===== src/rtl/eifg_pkg.sv =====
// Shared types, constants and the CRC step function for the ESL IR frame generator.
package eifg_pkg;

	typedef enum logic [1:0] {
		FUNC_PAGE  = 2'd0,
		FUNC_DEBUG = 2'd1,
		FUNC_PING  = 2'd2,
		FUNC_RSV   = 2'd3
	} func_t;

	localparam logic [15:0] CRC_POLY    = 16'h8408;
	localparam logic [15:0] CRC_INIT    = 16'h8408;
	localparam logic [7:0]  CMD_PAGE    = 8'h06;
	localparam logic [7:0]  CMD_PING    = 8'h17;
	localparam logic [7:0]  DEBUG_HEAD  = 8'hF1;
	localparam logic [7:0]  DEBUG_TAIL  = 8'h0A;
	localparam logic [7:0]  FOREVER_BIT = 8'h80;
	localparam logic [7:0]  PAGE_FLAG   = 8'h01;
	localparam logic [7:0]  PING_HEAD   = 8'h01;
	localparam logic [7:0]  FILL_BYTE   = 8'h01;

	// header (6) plus fixed body (5)
	localparam int HDR_BODY_LEN      = 11;
	// header (6) plus ping body (4), fill bytes follow
	localparam int PING_HDR_BODY_LEN = 10;
	localparam int BODY_LEN          = 5;
	localparam int Q_DEPTH           = 2;

	typedef struct packed {
		logic                     ping;
		logic [31:0]              id;
		logic [7:0]               cmd;
		logic [BODY_LEN-1:0][7:0] body;
	} desc_t;

	function automatic logic [15:0] crc_byte(input logic [15:0] crc_in, input logic [7:0] data);
		logic [15:0] c;
		c = crc_in ^ {8'h00, data};
		for (int b = 0; b < 8; b++) begin
			if (c[0]) begin
				c = (c >> 1) ^ CRC_POLY;
			end else begin
				c = c >> 1;
			end
		end
		return c;
	endfunction

endpackage


===== src/rtl/eifg_front.sv =====
// Front end: accepts frame requests, drops reserved kinds, builds a frame descriptor.
module eifg_front (
	input  logic                 clk,
	input  logic                 arst_n,
	input  logic                 s_tvalid,
	output logic                 s_tready,
	input  logic [55:0]          s_tdata,
	input  logic                 q_full,
	output logic                 q_push,
	output eifg_pkg::desc_t      q_desc
);

	eifg_pkg::func_t func;
	logic [2:0]      page_number;
	logic            show_forever;
	logic [15:0]     show_duration;
	logic [31:0]     tag_id;
	logic [7:0]      page_byte;
	logic [15:0]     dur;
	logic            busy_q;

	assign func          = eifg_pkg::func_t'(s_tdata[1:0]);
	assign page_number   = s_tdata[4:2];
	assign show_forever  = s_tdata[5];
	assign show_duration = s_tdata[21:6];
	assign tag_id        = s_tdata[53:22];

	// hold off input while the busy register still holds its reset value
	always_ff @(posedge clk or negedge arst_n) begin
		if (!arst_n) begin
			busy_q <= 1'b1;
		end else begin
			busy_q <= 1'b0;
		end
	end

	assign s_tready = !q_full && !busy_q;
	assign q_push   = s_tvalid && s_tready && (func != eifg_pkg::FUNC_RSV);

	assign page_byte = {2'b00, page_number, 3'b000} | eifg_pkg::PAGE_FLAG
		| (show_forever ? eifg_pkg::FOREVER_BIT : 8'h00);
	assign dur = show_forever ? 16'h0000 : show_duration;

	always_comb begin
		q_desc = '0;
		unique case (func)
			eifg_pkg::FUNC_PAGE: begin
				q_desc.cmd     = eifg_pkg::CMD_PAGE;
				q_desc.body[0] = page_byte;
				q_desc.body[3] = dur[15:8];
				q_desc.body[4] = dur[7:0];
			end
			eifg_pkg::FUNC_DEBUG: begin
				q_desc.cmd     = eifg_pkg::CMD_PAGE;
				q_desc.body[0] = eifg_pkg::DEBUG_HEAD;
				q_desc.body[4] = eifg_pkg::DEBUG_TAIL;
			end
			eifg_pkg::FUNC_PING: begin
				q_desc.ping    = 1'b1;
				q_desc.id      = tag_id;
				q_desc.cmd     = eifg_pkg::CMD_PING;
				q_desc.body[0] = eifg_pkg::PING_HEAD;
			end
			default: begin
				q_desc = '0;
			end
		endcase
	end

endmodule


===== src/rtl/eifg_queue.sv =====
// Two-entry descriptor queue between the front end and the byte sequencer.
module eifg_queue (
	input  logic            clk,
	input  logic            arst_n,
	input  logic            push,
	input  eifg_pkg::desc_t push_desc,
	output logic            full,
	input  logic            pop,
	output logic            nonempty,
	output eifg_pkg::desc_t head
);

	eifg_pkg::desc_t mem_q [eifg_pkg::Q_DEPTH];
	logic            wr_ptr_q;
	logic            rd_ptr_q;
	logic [1:0]      count_q;

	assign full     = (count_q == 2'(eifg_pkg::Q_DEPTH));
	assign nonempty = (count_q != 2'd0);
	assign head     = mem_q[rd_ptr_q];

	always_ff @(posedge clk) begin
		if (push) begin
			mem_q[wr_ptr_q] <= push_desc;
		end
	end

	always_ff @(posedge clk or negedge arst_n) begin
		if (!arst_n) begin
			wr_ptr_q <= 1'b0;
			rd_ptr_q <= 1'b0;
			count_q  <= 2'd0;
		end else begin
			if (push) begin
				wr_ptr_q <= !wr_ptr_q;
			end
			if (pop) begin
				rd_ptr_q <= !rd_ptr_q;
			end
			case ({push, pop})
				2'b10:   count_q <= count_q + 2'd1;
				2'b01:   count_q <= count_q - 2'd1;
				default: count_q <= count_q;
			endcase
		end
	end

endmodule


===== src/rtl/eifg_back.sv =====
// Back end: walks one descriptor byte by byte, runs the CRC, drives the output register.
module eifg_back #(
	parameter int PING_FILL_COUNT = 22
) (
	input  logic            clk,
	input  logic            arst_n,
	input  logic [7:0]      protocol_byte,
	input  logic            q_nonempty,
	input  eifg_pkg::desc_t q_head,
	output logic            q_pop,
	output logic            m_tvalid,
	input  logic            m_tready,
	output logic [7:0]      m_tdata,
	output logic            m_tlast
);

	localparam int FRAME_LEN_MAX = eifg_pkg::PING_HDR_BODY_LEN + PING_FILL_COUNT + 2;
	localparam int IDX_W         = $clog2(FRAME_LEN_MAX);

	logic [IDX_W-1:0] idx_q;
	logic [15:0]      crc_q;
	logic [IDX_W-1:0] data_len;
	logic [IDX_W-1:0] body_end;
	logic [IDX_W-1:0] body_off;
	logic [2:0]       body_sel;
	logic [1:0]       id_sel;
	logic [7:0]       byte_val;
	logic             in_data;
	logic             is_last;
	logic             advance;
	logic [7:0]       out_data_q;
	logic             out_last_q;
	logic             out_valid_q;

	assign data_len = q_head.ping ? IDX_W'(eifg_pkg::PING_HDR_BODY_LEN + PING_FILL_COUNT)
		: IDX_W'(eifg_pkg::HDR_BODY_LEN);
	assign body_end = q_head.ping ? IDX_W'(eifg_pkg::PING_HDR_BODY_LEN)
		: IDX_W'(eifg_pkg::HDR_BODY_LEN);
	assign in_data  = (idx_q < data_len);
	assign is_last  = (idx_q == data_len + IDX_W'(1));
	assign body_off = idx_q - IDX_W'(6);
	assign body_sel = body_off[2:0];
	assign id_sel   = 2'(IDX_W'(4) - idx_q);

	always_comb begin
		if (idx_q == IDX_W'(0)) begin
			byte_val = protocol_byte;
		end else if (idx_q <= IDX_W'(4)) begin
			byte_val = q_head.id[8*id_sel +: 8];
		end else if (idx_q == IDX_W'(5)) begin
			byte_val = q_head.cmd;
		end else if (idx_q < body_end) begin
			byte_val = q_head.body[body_sel];
		end else if (in_data) begin
			byte_val = eifg_pkg::FILL_BYTE;
		end else if (idx_q == data_len) begin
			byte_val = crc_q[7:0];
		end else begin
			byte_val = crc_q[15:8];
		end
	end

	assign advance = q_nonempty && (!out_valid_q || m_tready);
	assign q_pop   = advance && is_last;

	always_ff @(posedge clk or negedge arst_n) begin
		if (!arst_n) begin
			idx_q       <= '0;
			crc_q       <= eifg_pkg::CRC_INIT;
			out_valid_q <= 1'b0;
		end else begin
			if (advance) begin
				out_valid_q <= 1'b1;
				if (is_last) begin
					idx_q <= '0;
					crc_q <= eifg_pkg::CRC_INIT;
				end else begin
					idx_q <= idx_q + IDX_W'(1);
					if (in_data) begin
						crc_q <= eifg_pkg::crc_byte(crc_q, byte_val);
					end
				end
			end else if (m_tready) begin
				out_valid_q <= 1'b0;
			end
		end
	end

	always_ff @(posedge clk) begin
		if (advance) begin
			out_data_q <= byte_val;
			out_last_q <= is_last;
		end
	end

	assign m_tvalid = out_valid_q;
	assign m_tdata  = out_data_q;
	assign m_tlast  = out_last_q;

endmodule


===== src/rtl/esl_ir_frame_generator_unit.sv =====
// Top level of the ESL IR frame generator: front end, descriptor queue, byte sequencer.
// Each request on the slave stream becomes one frame on the master stream, one byte per
// transfer with tlast on the final CRC byte: 13 bytes for page and debug frames and
// 12 + PING_FILL_COUNT bytes for ping frames (34 at the default of 22). The byte
// sequencer emits one byte per cycle, stalling while the master stream holds m_tready low;
// a two-entry queue lets new requests be taken while a frame is still going out.
// Requests with the reserved kind code are taken and produce no frame. The protocol
// byte register resets to 133 and should be written only while no frame is in flight.
module esl_ir_frame_generator_unit #(
	parameter int PING_FILL_COUNT = 22
) (
	input  logic        clk,
	input  logic        arst_n,
	input  logic        cfg_valid,
	output logic        cfg_ready,
	input  logic [7:0]  cfg_data,
	input  logic        s_tvalid,
	output logic        s_tready,
	// func[1:0], page_number[4:2], show_forever[5], show_duration[21:6], tag_id[53:22]
	input  logic [55:0] s_tdata,
	output logic        m_tvalid,
	input  logic        m_tready,
	// frame_byte[7:0]
	output logic [7:0]  m_tdata,
	output logic        m_tlast
);

	logic [7:0]      protocol_q;
	logic            q_full;
	logic            q_push;
	logic            q_pop;
	logic            q_nonempty;
	eifg_pkg::desc_t q_desc;
	eifg_pkg::desc_t q_head;

	assign cfg_ready = 1'b1;

	always_ff @(posedge clk or negedge arst_n) begin
		if (!arst_n) begin
			protocol_q <= 8'd133;
		end else if (cfg_valid && cfg_ready) begin
			protocol_q <= cfg_data;
		end
	end

	eifg_front u_front (
		.clk      (clk),
		.arst_n   (arst_n),
		.s_tvalid (s_tvalid),
		.s_tready (s_tready),
		.s_tdata  (s_tdata),
		.q_full   (q_full),
		.q_push   (q_push),
		.q_desc   (q_desc)
	);

	eifg_queue u_queue (
		.clk       (clk),
		.arst_n    (arst_n),
		.push      (q_push),
		.push_desc (q_desc),
		.full      (q_full),
		.pop       (q_pop),
		.nonempty  (q_nonempty),
		.head      (q_head)
	);

	eifg_back #(
		.PING_FILL_COUNT (PING_FILL_COUNT)
	) u_back (
		.clk           (clk),
		.arst_n        (arst_n),
		.protocol_byte (protocol_q),
		.q_nonempty    (q_nonempty),
		.q_head        (q_head),
		.q_pop         (q_pop),
		.m_tvalid      (m_tvalid),
		.m_tready      (m_tready),
		.m_tdata       (m_tdata),
		.m_tlast       (m_tlast)
	);

endmodule


===== config.mk =====
export PLATFORM = sky130hd
export DESIGN_NAME = esl_ir_frame_generator_unit
export DESIGN_NICKNAME = d
export VERILOG_FILES = /design/src/rtl/eifg_pkg.sv /design/src/rtl/eifg_front.sv /design/src/rtl/eifg_queue.sv /design/src/rtl/eifg_back.sv /design/src/rtl/esl_ir_frame_generator_unit.sv
export SDC_FILE = /design/constraint.sdc
export NUM_CORES = 1
export LEC_CHECK = 0
export BUFFER_PORTS_ARGS = -buffer_cell sky130_fd_sc_hd__buf_4
export CORE_MARGIN = 8
export CORE_UTILIZATION = 30
export CTS_CLUSTER_SIZE = 24
export DETAILED_ROUTE_END_ITERATION = 8
export GPL_TIMING_DRIVEN = 0
export PLACE_DENSITY = 0.43
export SYNTH_ARGS = -nofsm -noshare
export SYNTH_HDL_FRONTEND = slang
export SYNTH_HIERARCHICAL = 1
export SYNTH_SLANG_ARGS = --single-unit

===== constraint.sdc =====
create_clock -name clk -period 13.92 [get_ports clk]
set_input_delay 0 -clock clk [delete_from_list [all_inputs] [get_ports clk]]
set_output_delay 0 -clock clk [all_outputs]
set_load 0.02 [all_outputs]

**Word-level counts from Yosys, hierarchy flattened**

Memory sizes are Yosys's and may differ from the RTL's.
Cells that the tools add are included.

- $add $sub $neg: 6
- $mul: 0
- Divide/modulo/power cells: 0
- $lt $le $gt $ge: 4
- Eq/ne operators: 9
- Shifts and indexed selects: 1
- Muxes and demuxes: 54
- Bitwise logic cells: 10
- Reduce and logical (&&, ||, !) cells: 19

Operators with widths:

| cell | number |
|---|---|
| two-way mux 16 bit | 32 |
| two-way mux 8 bit | 9 |
| two-way mux 33 bit | 1 |
| indexed part select 32 x 6 -> 8 bit | 1 |
| binary-select mux 8 bit (select 3 bit) | 1 |
| inverter 2 -> 3 bit | 8 |
| case mux 8 bit (3 select lines) | 1 |
| case mux 8 bit (2 select lines) | 1 |
| XOR 16 x 8 -> 16 bit | 1 |
| adder 6 x 1 -> 6 bit (second input constant) | 2 |
| == test 6 bit | 2 |
| two-way mux 6 bit | 2 |
| case mux 5 bit (2 select lines) | 1 |
| bitwise OR 6 x 8 -> 8 bit | 1 |
| nonzero test 2 bit | 4 |
| == test 2 bit (second input constant) | 3 |
| == test 6 x 3 -> 1 bit (second input constant) | 1 |
| <= comparator 6 x 3 -> 1 bit (second input constant) | 1 |
| zero test 6 bit | 1 |
| less-than comparator 6 x 4 -> 1 bit | 1 |
| less-than comparator 6 bit | 1 |
| logical AND 1 bit | 5 |
| zero test 1 bit | 5 |
| two-way mux 1 bit | 5 |
| other kinds (12) | 13 |

- Register bits: 45
- Latch bits: 0
- Bits in writable memories: 124
- ROM bits: 0
- Bits of input ports: 69
- Output and inout port bits: 12
- Word-level logic and storage cells: 114
- Memories kept: 1

Memory list:

| name | depth | width | rd ports | clocked after memory_dff | wr ports | RTL line | source |
|---|---|---|---|---|---|---|---|
| u_queue.mem_q | 2 | 62 | 1 | 0 | 1 | eifg_queue.sv:13 | `eifg_pkg::desc_t mem_q [eifg_pkg::Q_DEPTH];` |

**Longest topological paths before layout**

Gate-level depths: netlist (run 1).
An unclocked memory read counts as a cell.

- Depth in word-level cells: 49
- Mapped depth: 15

**Hierarchy**

The synthesis (run 1) kept the hierarchy.

By module, submodules not included:

| module | instances | cells an instance | area an instance (um^2) | sequential area each (um^2) |
|---|---|---|---|---|
| eifg_queue | 1 | 268 | 6431.2 | 4964.8 |
| eifg_back | 1 | 342 | 3188.1 | 849.6 |
| eifg_front | 1 | 98 | 685.7 | 26.3 |
| esl_ir_frame_generator_unit | 1 | 19 | 346.6 | 203.9 |

**Worst setup path before layout (run 1)**

Ideal clock, no wire load.

- Path type: register -> register
- Start point: register u_queue.count_q[1]
- End point: memory u_queue/mem_q[0][0] (netlist bit), enable pin
- Setup time: 522 ps
- Data arrival time: 4524 ps
- Setup slack: 8875 ps
- Stages on the path, launching flop included: 6
- Buffers on the path: 0
- Path through: dfrtp_1 nor2b_1 nor2_1 and3_1 inv_1 nor2_1

- Cells in the longest elaborated chain, start to end: 7

RTL lines:

| what | RTL line | source |
|---|---|---|
| start: declaration | eifg_queue.sv:16 | `logic [1:0] count_q;` |
| start signal: assignment | eifg_queue.sv:41 | `2'b10: count_q <= count_q + 2'd1;` |
| start signal: assignment | eifg_queue.sv:42 | `2'b01: count_q <= count_q - 2'd1;` |
| start signal: assignment | eifg_queue.sv:43 | `default: count_q <= count_q;` |
| == test 2 bit | eifg_queue.sv:18 | `assign full = (count_q == 2'(eifg_pkg::Q_DEPTH));` |
| via q_full | esl_ir_frame_generator_unit.sv:29 | `logic q_full;` |
| zero test 1 bit | eifg_front.sv:37 | `assign s_tready = !q_full && !busy_q;` |
| logical AND 1 bit | eifg_front.sv:37 |  |
| via s_tready | esl_ir_frame_generator_unit.sv:18 | `output logic s_tready,` |
| logical AND 1 bit (2 in a row) | eifg_front.sv:38 | `assign q_push = s_tvalid && s_tready && (func != eifg_pkg::FUNC_RSV);` |
| via q_push | esl_ir_frame_generator_unit.sv:30 | `logic q_push;` |
| two-way mux 1 bit | eifg_queue.sv:23 | `if (push) begin` |
| two-way mux 1 bit (not written as such) | eifg_queue.sv:24 | `mem_q[wr_ptr_q] <= push_desc;` |
| end: declaration | eifg_queue.sv:13 |  |

The timed path passes the listed nets, and every way through them passes these cells.

**Worst setup path in the final report (run 1)**

- Start point: register u_back.idx_q[0]
- End point: register u_back.crc_q[10]

- Cells in the longest elaborated chain, start to end: 40
- Elaborated cells on any way between the ends: 54

RTL lines:

| what | RTL line | source |
|---|---|---|
| start: declaration | eifg_back.sv:20 | `logic [IDX_W-1:0] idx_q;` |
| start signal: assignment | eifg_back.sv:78 | `idx_q <= idx_q + IDX_W'(1);` |
| subtractor 3 bit / == test 6 bit (equally long branches) | eifg_back.sv:41, eifg_back.sv:56 |  |
| binary-select mux 8 bit (select 3 bit) / two-way mux 8 bit (equally long branches) | eifg_back.sv:53, eifg_back.sv:56 |  |
| two-way mux 8 bit, on equally long branches | eifg_back.sv:53, eifg_back.sv:54 |  |
| two-way mux 8 bit | eifg_back.sv:52 | `end else if (idx_q < body_end) begin` |
| two-way mux 8 bit | eifg_back.sv:50 | `end else if (idx_q == IDX_W'(5)) begin` |
| two-way mux 8 bit | eifg_back.sv:48 | `end else if (idx_q <= IDX_W'(4)) begin` |
| two-way mux 8 bit | eifg_back.sv:46 | `if (idx_q == IDX_W'(0)) begin` |
| XOR 16 x 8 -> 16 bit | eifg_pkg.sv:38 | `c = crc_in ^ {8'h00, data};` |
| [24 not listed] | -- |  |
| two-way mux 16 bit, on equally long branches | eifg_back.sv:72, eifg_pkg.sv:40 |  |
| two-way mux 16 bit, on equally long branches | eifg_pkg.sv:40, eifg_back.sv:79 |  |
| two-way mux 16 bit, on equally long branches | eifg_back.sv:79, eifg_back.sv:74 |  |
| two-way mux 16 bit, on equally long branches | eifg_back.sv:74, eifg_back.sv:72 |  |
| two-way mux 16 bit / inverter 2 -> 3 bit (equally long branches) | -- |  |
| two-way mux 16 bit | eifg_pkg.sv:40 | `if (c[0]) begin` |
| two-way mux 16 bit | eifg_back.sv:79 | `if (in_data) begin` |
| two-way mux 16 bit | eifg_back.sv:74 | `if (is_last) begin` |
| end signal: assignment | eifg_back.sv:69 | `crc_q <= eifg_pkg::CRC_INIT;` |
| end signal: assignment | eifg_back.sv:76 | `crc_q <= eifg_pkg::CRC_INIT;` |
| end signal: assignment | eifg_back.sv:80 | `crc_q <= eifg_pkg::crc_byte(crc_q, byte_val);` |
| end: declaration | eifg_back.sv:21 | `logic [15:0] crc_q;` |

Several ways; a longest one is shown, not always the timed one. The select of a mux whose other input is x is not followed.
A chain may end at the register's enable or synchronous reset.

==> flow_summary.json, run 1 <==
{
  "synthTopCellsByArea": "edfxtp_1 48%, mux2_4 12%, dfrtp_1 6.8%",
  "cap_violations": 0,
  "grt_pass1_wl_um": 39530,
  "seqCellArea_sq_um": 6045,
  "path_clk_slew_ps": 60,
  "clk_latency_ps": 530,
  "crit_path_end_kind": "flip-flop",
  "root_buffer": "clkbuf_16",
  "yosysTopAreaCell": "edfxtp_1",
  "n_fill_cell": 3330,
  "overflow": 0,
  "cts_sinks": 207,
  "num_rows": 69,
  "cts_made_buffers": 25,
  "synth_most_common_cell": "edfxtp_1",
  "cp_max_fo": 10,
  "multi_input_area_sq_um": 4108,
  "fin_skew_ps": 13.22,
  "core-area_sq_um": 35310,
  "num_vias": 6330,
  "yosys-top-cells-count": "171 x edfxtp_1, 87 x mux2_4, 41 x and2_1",
  "outcome": "complete, no violations",
  "ant_nets": 0,
  "tns_ps": 0,
  "synth_edf_count": 171,
  "ys_seq_area_share_pct": 56.75,
  "grt_max_degree": 52,
  "io_pins": 81,
  "die_w_um": 204.4,
  "post-route-min-period_ps": 4276,
  "start_kind": "flip-flop",
  "setup_viol": 0,
  "period_share_pct": 30.72,
  "drt_iter0_markers": 321,
  "layout.nets": 1009,
  "leakagePower_nw": 5.385,
  "postPlaceCellArea_sq_um": 11970,
  "clk_path_buf_depth": 3,
  "power.density_nw_per_um2": 231.5,
  "hold_class": "input pin to flip-flop",
  "post_route_cells_drive_above_1_share_pct": 33.58,
  "syn_inst": 727,
  "synth-seq-cells": 207,
  "synth_top_family_by_area": "multiplexers",
  "drc_errors": 0,
  "drv_slew": 0,
  "cts_tree": "yes",
  "post-cts-setup-buffers": 0,
  "viasPerCell": 4.486,
  "synthDistinctLibCells": 80,
  "irDropWorstVdd_uv": 106.4,
  "ys_async_sr_fraction_pct": 17.39,
  "area_growth_pct": 27.80,
  "hold_viol": 0,
  "avgRoutedWirePerCell_um": 18.18,
  "place.gp.congestion": 0.8101,
  "yosys.area_share.xor_xnor_pct": 2.279,
  "antennaDiodeCount": 0,
  "whs_ps": 298.5,
  "port_buffers": 75,
  "drt_pass1_iterations": 5,
  "synth-main-ff-cell": "edfxtp_1",
  "synth_compound_gate_area_share_pct": 8.187,
  "synth_area_sq_um": 10650,
  "synth_top_area_share_pct": 48.21,
  "slew_headroom_pct": 47.11,
  "grtUsageTotal_pct": 12.25,
  "fin_area_sq_um": 13610,
  "die_area_sq_um": 41790,
  "cts_htree_levels": 1,
  "synth_fa_ha_area_share_pct": 1.057,
  "synth.avg_cell_area_sq_um": 14.65,
  "routed_wirelength_um": 25660,
  "crit_required_ps": 14370,
  "hpwlAfterDp_um": 17920,
  "grt_pass1_vias": 6580,
  "arrival_ps": 4730,
  "initial_core_util_pct": 30.17,
  "synth_mux_area_share_pct": 16.25,
  "antenna_found_initial": 1,
  "worst_pin_slew_ps": 790.5,
  "rsz0062_at_grt": "no",
  "die_h_um": 204.4,
  "yosysWarningCount": 6,
  "synthSimpleGateAreaFrac_pct": 9.856,
  "fmax_ghz": 0.2339,
  "path_class": "flip-flop to flip-flop"
}
path summary, 6_finish.rpt:
check	depth (start not counted)	end	start	slack, ps
hold reg to reg	1	u_queue/count_q[1]	u_queue/count_q[1]	480
max in group asynchronous	4	u_queue/count_q[1]	arst_n	12390
setup / recovery	13	u_back/crc_q[10]	u_back/idx_q[0]	9640
min in group asynchronous	3	protocol_q[6]	arst_n	520
setup reg to reg	13	u_back/crc_q[10]	u_back/idx_q[0]	9640
hold / removal	4	u_back/m_tvalid	m_tready	300
critical path, stage by stage (launching register included):
cell and delay (ps):
dfrtp_1 380, buf_6 190, buf_6 210, buf_2 260
inv_1 100, ha_1 280, clkbuf_1 540, mux4_2 440
o21ai_0 320, mux2_2 400, nor4_4 520, xnor2_2 200
xor2_1 170, a21oi_1 180
cells in the final DEF, fill, tap and decap left out, types with 21 or more instances in the layout:
cell             n
clkbuf_16       25
a21oi_1         24
dfrtp_1         29
and2_1          40
buf_4          106
mux2_4          87
conb_1          24
edfxtp_1       171
nand2_1         26
mux2i_1         21
dlygate4sd3_1   75
nor2_1          30
what timing repair did:
item / in CTS / in global routing
endpoints found under the hold margin: 152 / 0
hold buffers: 75 / 0
gates resized for setup: 0 / 0
routing by layer:
metal  track usage (%)  wire (um)
met5                 0          0
met4             3.214        576
met3             1.823        741
met2             20.38      12200
met1             16.47      12140
logic make-up after synthesis:
family / count (synthesis)
DFF: 207
and+or+nand+nor: 179
muxes: 119
AOI/OAI and AO/OA: 116
buffers and inverters: 73
xor gates and xnor gates: 22
adders and majority gates: 9
other: 2
sequential cells by signal (all words and copies together) (netlist names):
signal	flops
protocol_q	8
u_back/crc_q	16
u_back/idx_q	6
u_back/m_tdata	8
u_back/m_tlast	1
u_back/m_tvalid	1
u_front/busy_q	1
u_queue/count_q	2
u_queue/mem_q	162
u_queue/rd_ptr_q	1
u_queue/wr_ptr_q	1
stage by stage:
| stage | total power [W] | setup WS, ps | util, % | cells |
|---|---|---|---|---|
| 5_1_grt | 0.003339 | 9428 | 38.55 | 1411 |
| 4_1_cts | 0.003192 | 9585 | 38.54 | 1410 |
| 3_5_place_dp | 0.002464 | 9615 | 33.90 | 1289 |
| 2_1_floorplan | 0.002042 | 8875 | - | 749 |
| 3_3_place_gp | 0.002462 | 6449 | 33.63 | 1285 |
| 6_report | 0.003152 | 9644 | 38.55 | 1411 |
where the power goes:
part	total [W]	internal, W	switching (W)
Clock	0.000697	0.000439	0.000257
Combinational	0.00159	0.000733	0.000861
Sequential	0.000861	0.000801	0.0000600
final cells by class:
class	count	share of cell area (%)
well taps	461	4.237
inverters	12	0.3309
flip-flops and latches	207	44.40
repair buffers	155	10.33
multi-input cells	469	30.17
plain buffers	61	4.017
clock inverters	20	1.884
clock buffers	26	4.623
Power figures use the tool's default switching activity.
==> run 2, diff against run 1 <==
Settings changed: PLACE_DENSITY 0.43 to 0.44.
Clock period 13.92 ns to 3.9 ns, I/O delays scaled along.
==> run 2 against run 1 <==
Against the previous run:
- core utilization down 0.17 points
- via count up 0.41%
- clock-buffer cell count up 13
- critical path type unchanged
- largest power group unchanged
==> flow_summary.json, run 2 (same netlist as run 1, synthesis figures left out) <==
{
  "start_kind": "flip-flop",
  "layout_common_cells": "171 x edfxtp_1, 107 x buf_4, 87 x mux2_4",
  "cp_top_family": "compound AO/OA/AOI/OAI gates",
  "cts_sinks": 207,
  "clk_latency_ps": 530,
  "outcome": "complete, no violations",
  "fin_cells": 1410,
  "num_vias": 6356,
  "antennaDiodeCount": 0,
  "die_h_um": 204.4,
  "grtUsageTotal_pct": 12.06,
  "period_share_pct": 94.71,
  "hpwlAfterDp_um": 17680,
  "grt_pass1_wl_um": 38870,
  "place_inst": 1289,
  "fin_skew_ps": 10.20,
  "initial_core_util_pct": 30.17,
  "drc_errors": 0,
  "irDropWorstVdd_uv": 399.6,
  "path_clk_slew_ps": 50,
  "hold_class": "input pin to flip-flop",
  "ff2ff_setup_slack_ps": 210,
  "ant_nets": 0,
  "power_w": 0.01106,
  "setup_viol": 0,
  "largest-register": "u_queue/mem_q",
  "largest_registers": "u_queue/mem_q (162), u_back/crc_q (16)",
  "cts_tree": "yes",
  "grt_pass1_vias": 6515,
  "postPlaceCellArea_sq_um": 11990,
  "area_growth_pct": 27.23,
  "cts_htree_levels": 1,
  "post-route-min-period_ps": 3694,
  "core-area_sq_um": 35310,
  "antenna_found_initial": 0,
  "crit_slowest_cell": "a2111o_1",
  "path_class": "flip-flop to flip-flop",
  "die_area_sq_um": 41790,
  "hold_viol": 0,
  "die_w_um": 204.4,
  "io_pins": 81,
  "slew_headroom_pct": 42.31,
  "mostFrequentLayoutCell": "edfxtp_1",
  "viasPerCell": 4.508,
  "clk_path_buf_depth": 3,
  "cp_max_fo": 10,
  "crit_path_end_kind": "flip-flop",
  "avgRoutedWirePerCell_um": 17.83,
  "place.gp.congestion": 0.8209,
  "max_stage_delay_ps": 400,
  "num_rows": 69,
  "arrival_ps": 4110,
  "overflow": 0,
  "power.density_nw_per_um2": 815.9,
  "tns_ps": 0,
  "routed_wirelength_um": 25140,
  "critPathBufInv": 2,
  "leakagePower_nw": 5.329,
  "layout.nets": 1008,
  "fin_area_sq_um": 13550,
  "largest_reg_flops": 162,
  "cts_made_buffers": 25,
  "drv_slew": 0,
  "rsz0062_at_grt": "no",
  "crit_required_ps": 4310,
  "grt_max_degree": 56,
  "root_buffer": "clkbuf_16",
  "port_buffers": 75,
  "whs_ps": 309.5,
  "fmax_ghz": 0.2707,
  "worst_pin_slew_ps": 862.2,
  "drt_iter0_markers": 376,
  "post_route_cells_drive_above_1_share_pct": 33.61,
  "drt_pass1_iterations": 4,
  "cap_violations": 0,
  "worstPathCellList": "buf_6 > buf_12 > mux2_4 > ha_1 > and4bb_2 > o21ai_2 > a31o_4 > a2111o_1 > a21oi_2 > xnor2_1 > xnor3_1 > a22o_1"
}
[run 2: cell count changes in the layout (fill, tap and decap cells not counted), sizes merged]
cell / change
buf: +1
inv: +1
clkinv: -9
bufinv: -5
clkbuf: +11
[run 2: metrics by stage]
stage / setup WS [ps] / util, %
final: 206.3 / 38.38
after global routing: 53.89 / 38.38
after CTS: 0.9539 / 38.23
after detailed placement: -359.8 / 33.94
after global placement: -1136 / 33.63
after floorplan: 237.0 / -
[run 2: area by class of cell]
class                   instances  area [sq um]
inverters                      12         45.04
repair buffers                155          1416
fillers                      3348         21760
clock inverters                 7         77.57
clock buffers                  39         688.2
multi-input cells             469          4160
flip-flops and latches        207          6045
plain buffers                  60         543.0
well taps                     461         576.8
[run 2: final timing paths]
kind	start	depth (start not counted)	end
max	u_queue/rd_ptr_q	12	u_back/crc_q[0]
min	m_tready	4	u_back/m_tvalid
max reg2reg	u_queue/rd_ptr_q	12	u_back/crc_q[0]
min reg2reg	u_queue/count_q[1]	1	u_queue/count_q[1]
max in group asynchronous	arst_n	4	protocol_q[6]
min in group asynchronous	arst_n	3	protocol_q[3]
[run 2: where the power goes]
group / total, W / leakage, nW / switching, W / internal [W]
Combinational: 0.00581 / 2.94 / 0.00312 / 0.00269
Sequential: 0.00307 / 2.02 / 0.000213 / 0.00286
Clock: 0.00218 / 0.372 / 0.000893 / 0.00128
Total: 0.0111 / 5.33 / 0.00422 / 0.00683
[run 2: worst register-to-register path, stage by stage (launching register included)]
cell and delay (ps):
dfrtp_1 350, buf_6 230, buf_12 200, mux2_4 350, ha_1 340, and4bb_2 330, o21ai_2 100, a31o_4 280
a2111o_1 400, a21oi_2 280, xnor2_1 240, xnor3_1 270, a22o_1 210
[run 2: metal layers]
| layer | GRT usage (%) | part of all wire (%) | routed length, um |
|---|---|---|---|
| met2 | 20.04 | 49 | 12230 |
| met3 | 2.076 | 3.7 | 918 |
| met5 | 0 | 0 | 0 |
| met1 | 16.05 | 45 | 11390 |
| met4 | 3.214 | 2.4 | 597 |
[run 2: repair_timing]
action / 4_1_cts / 5_1_grt
hold buffers: 75 / 0
setup buffers: 0 / 1
hold endpoints to repair: 152 / 0
endpoints found under the setup margin: 13 / 9
pin swaps: 1 / 1
resized for setup: 1 / 9
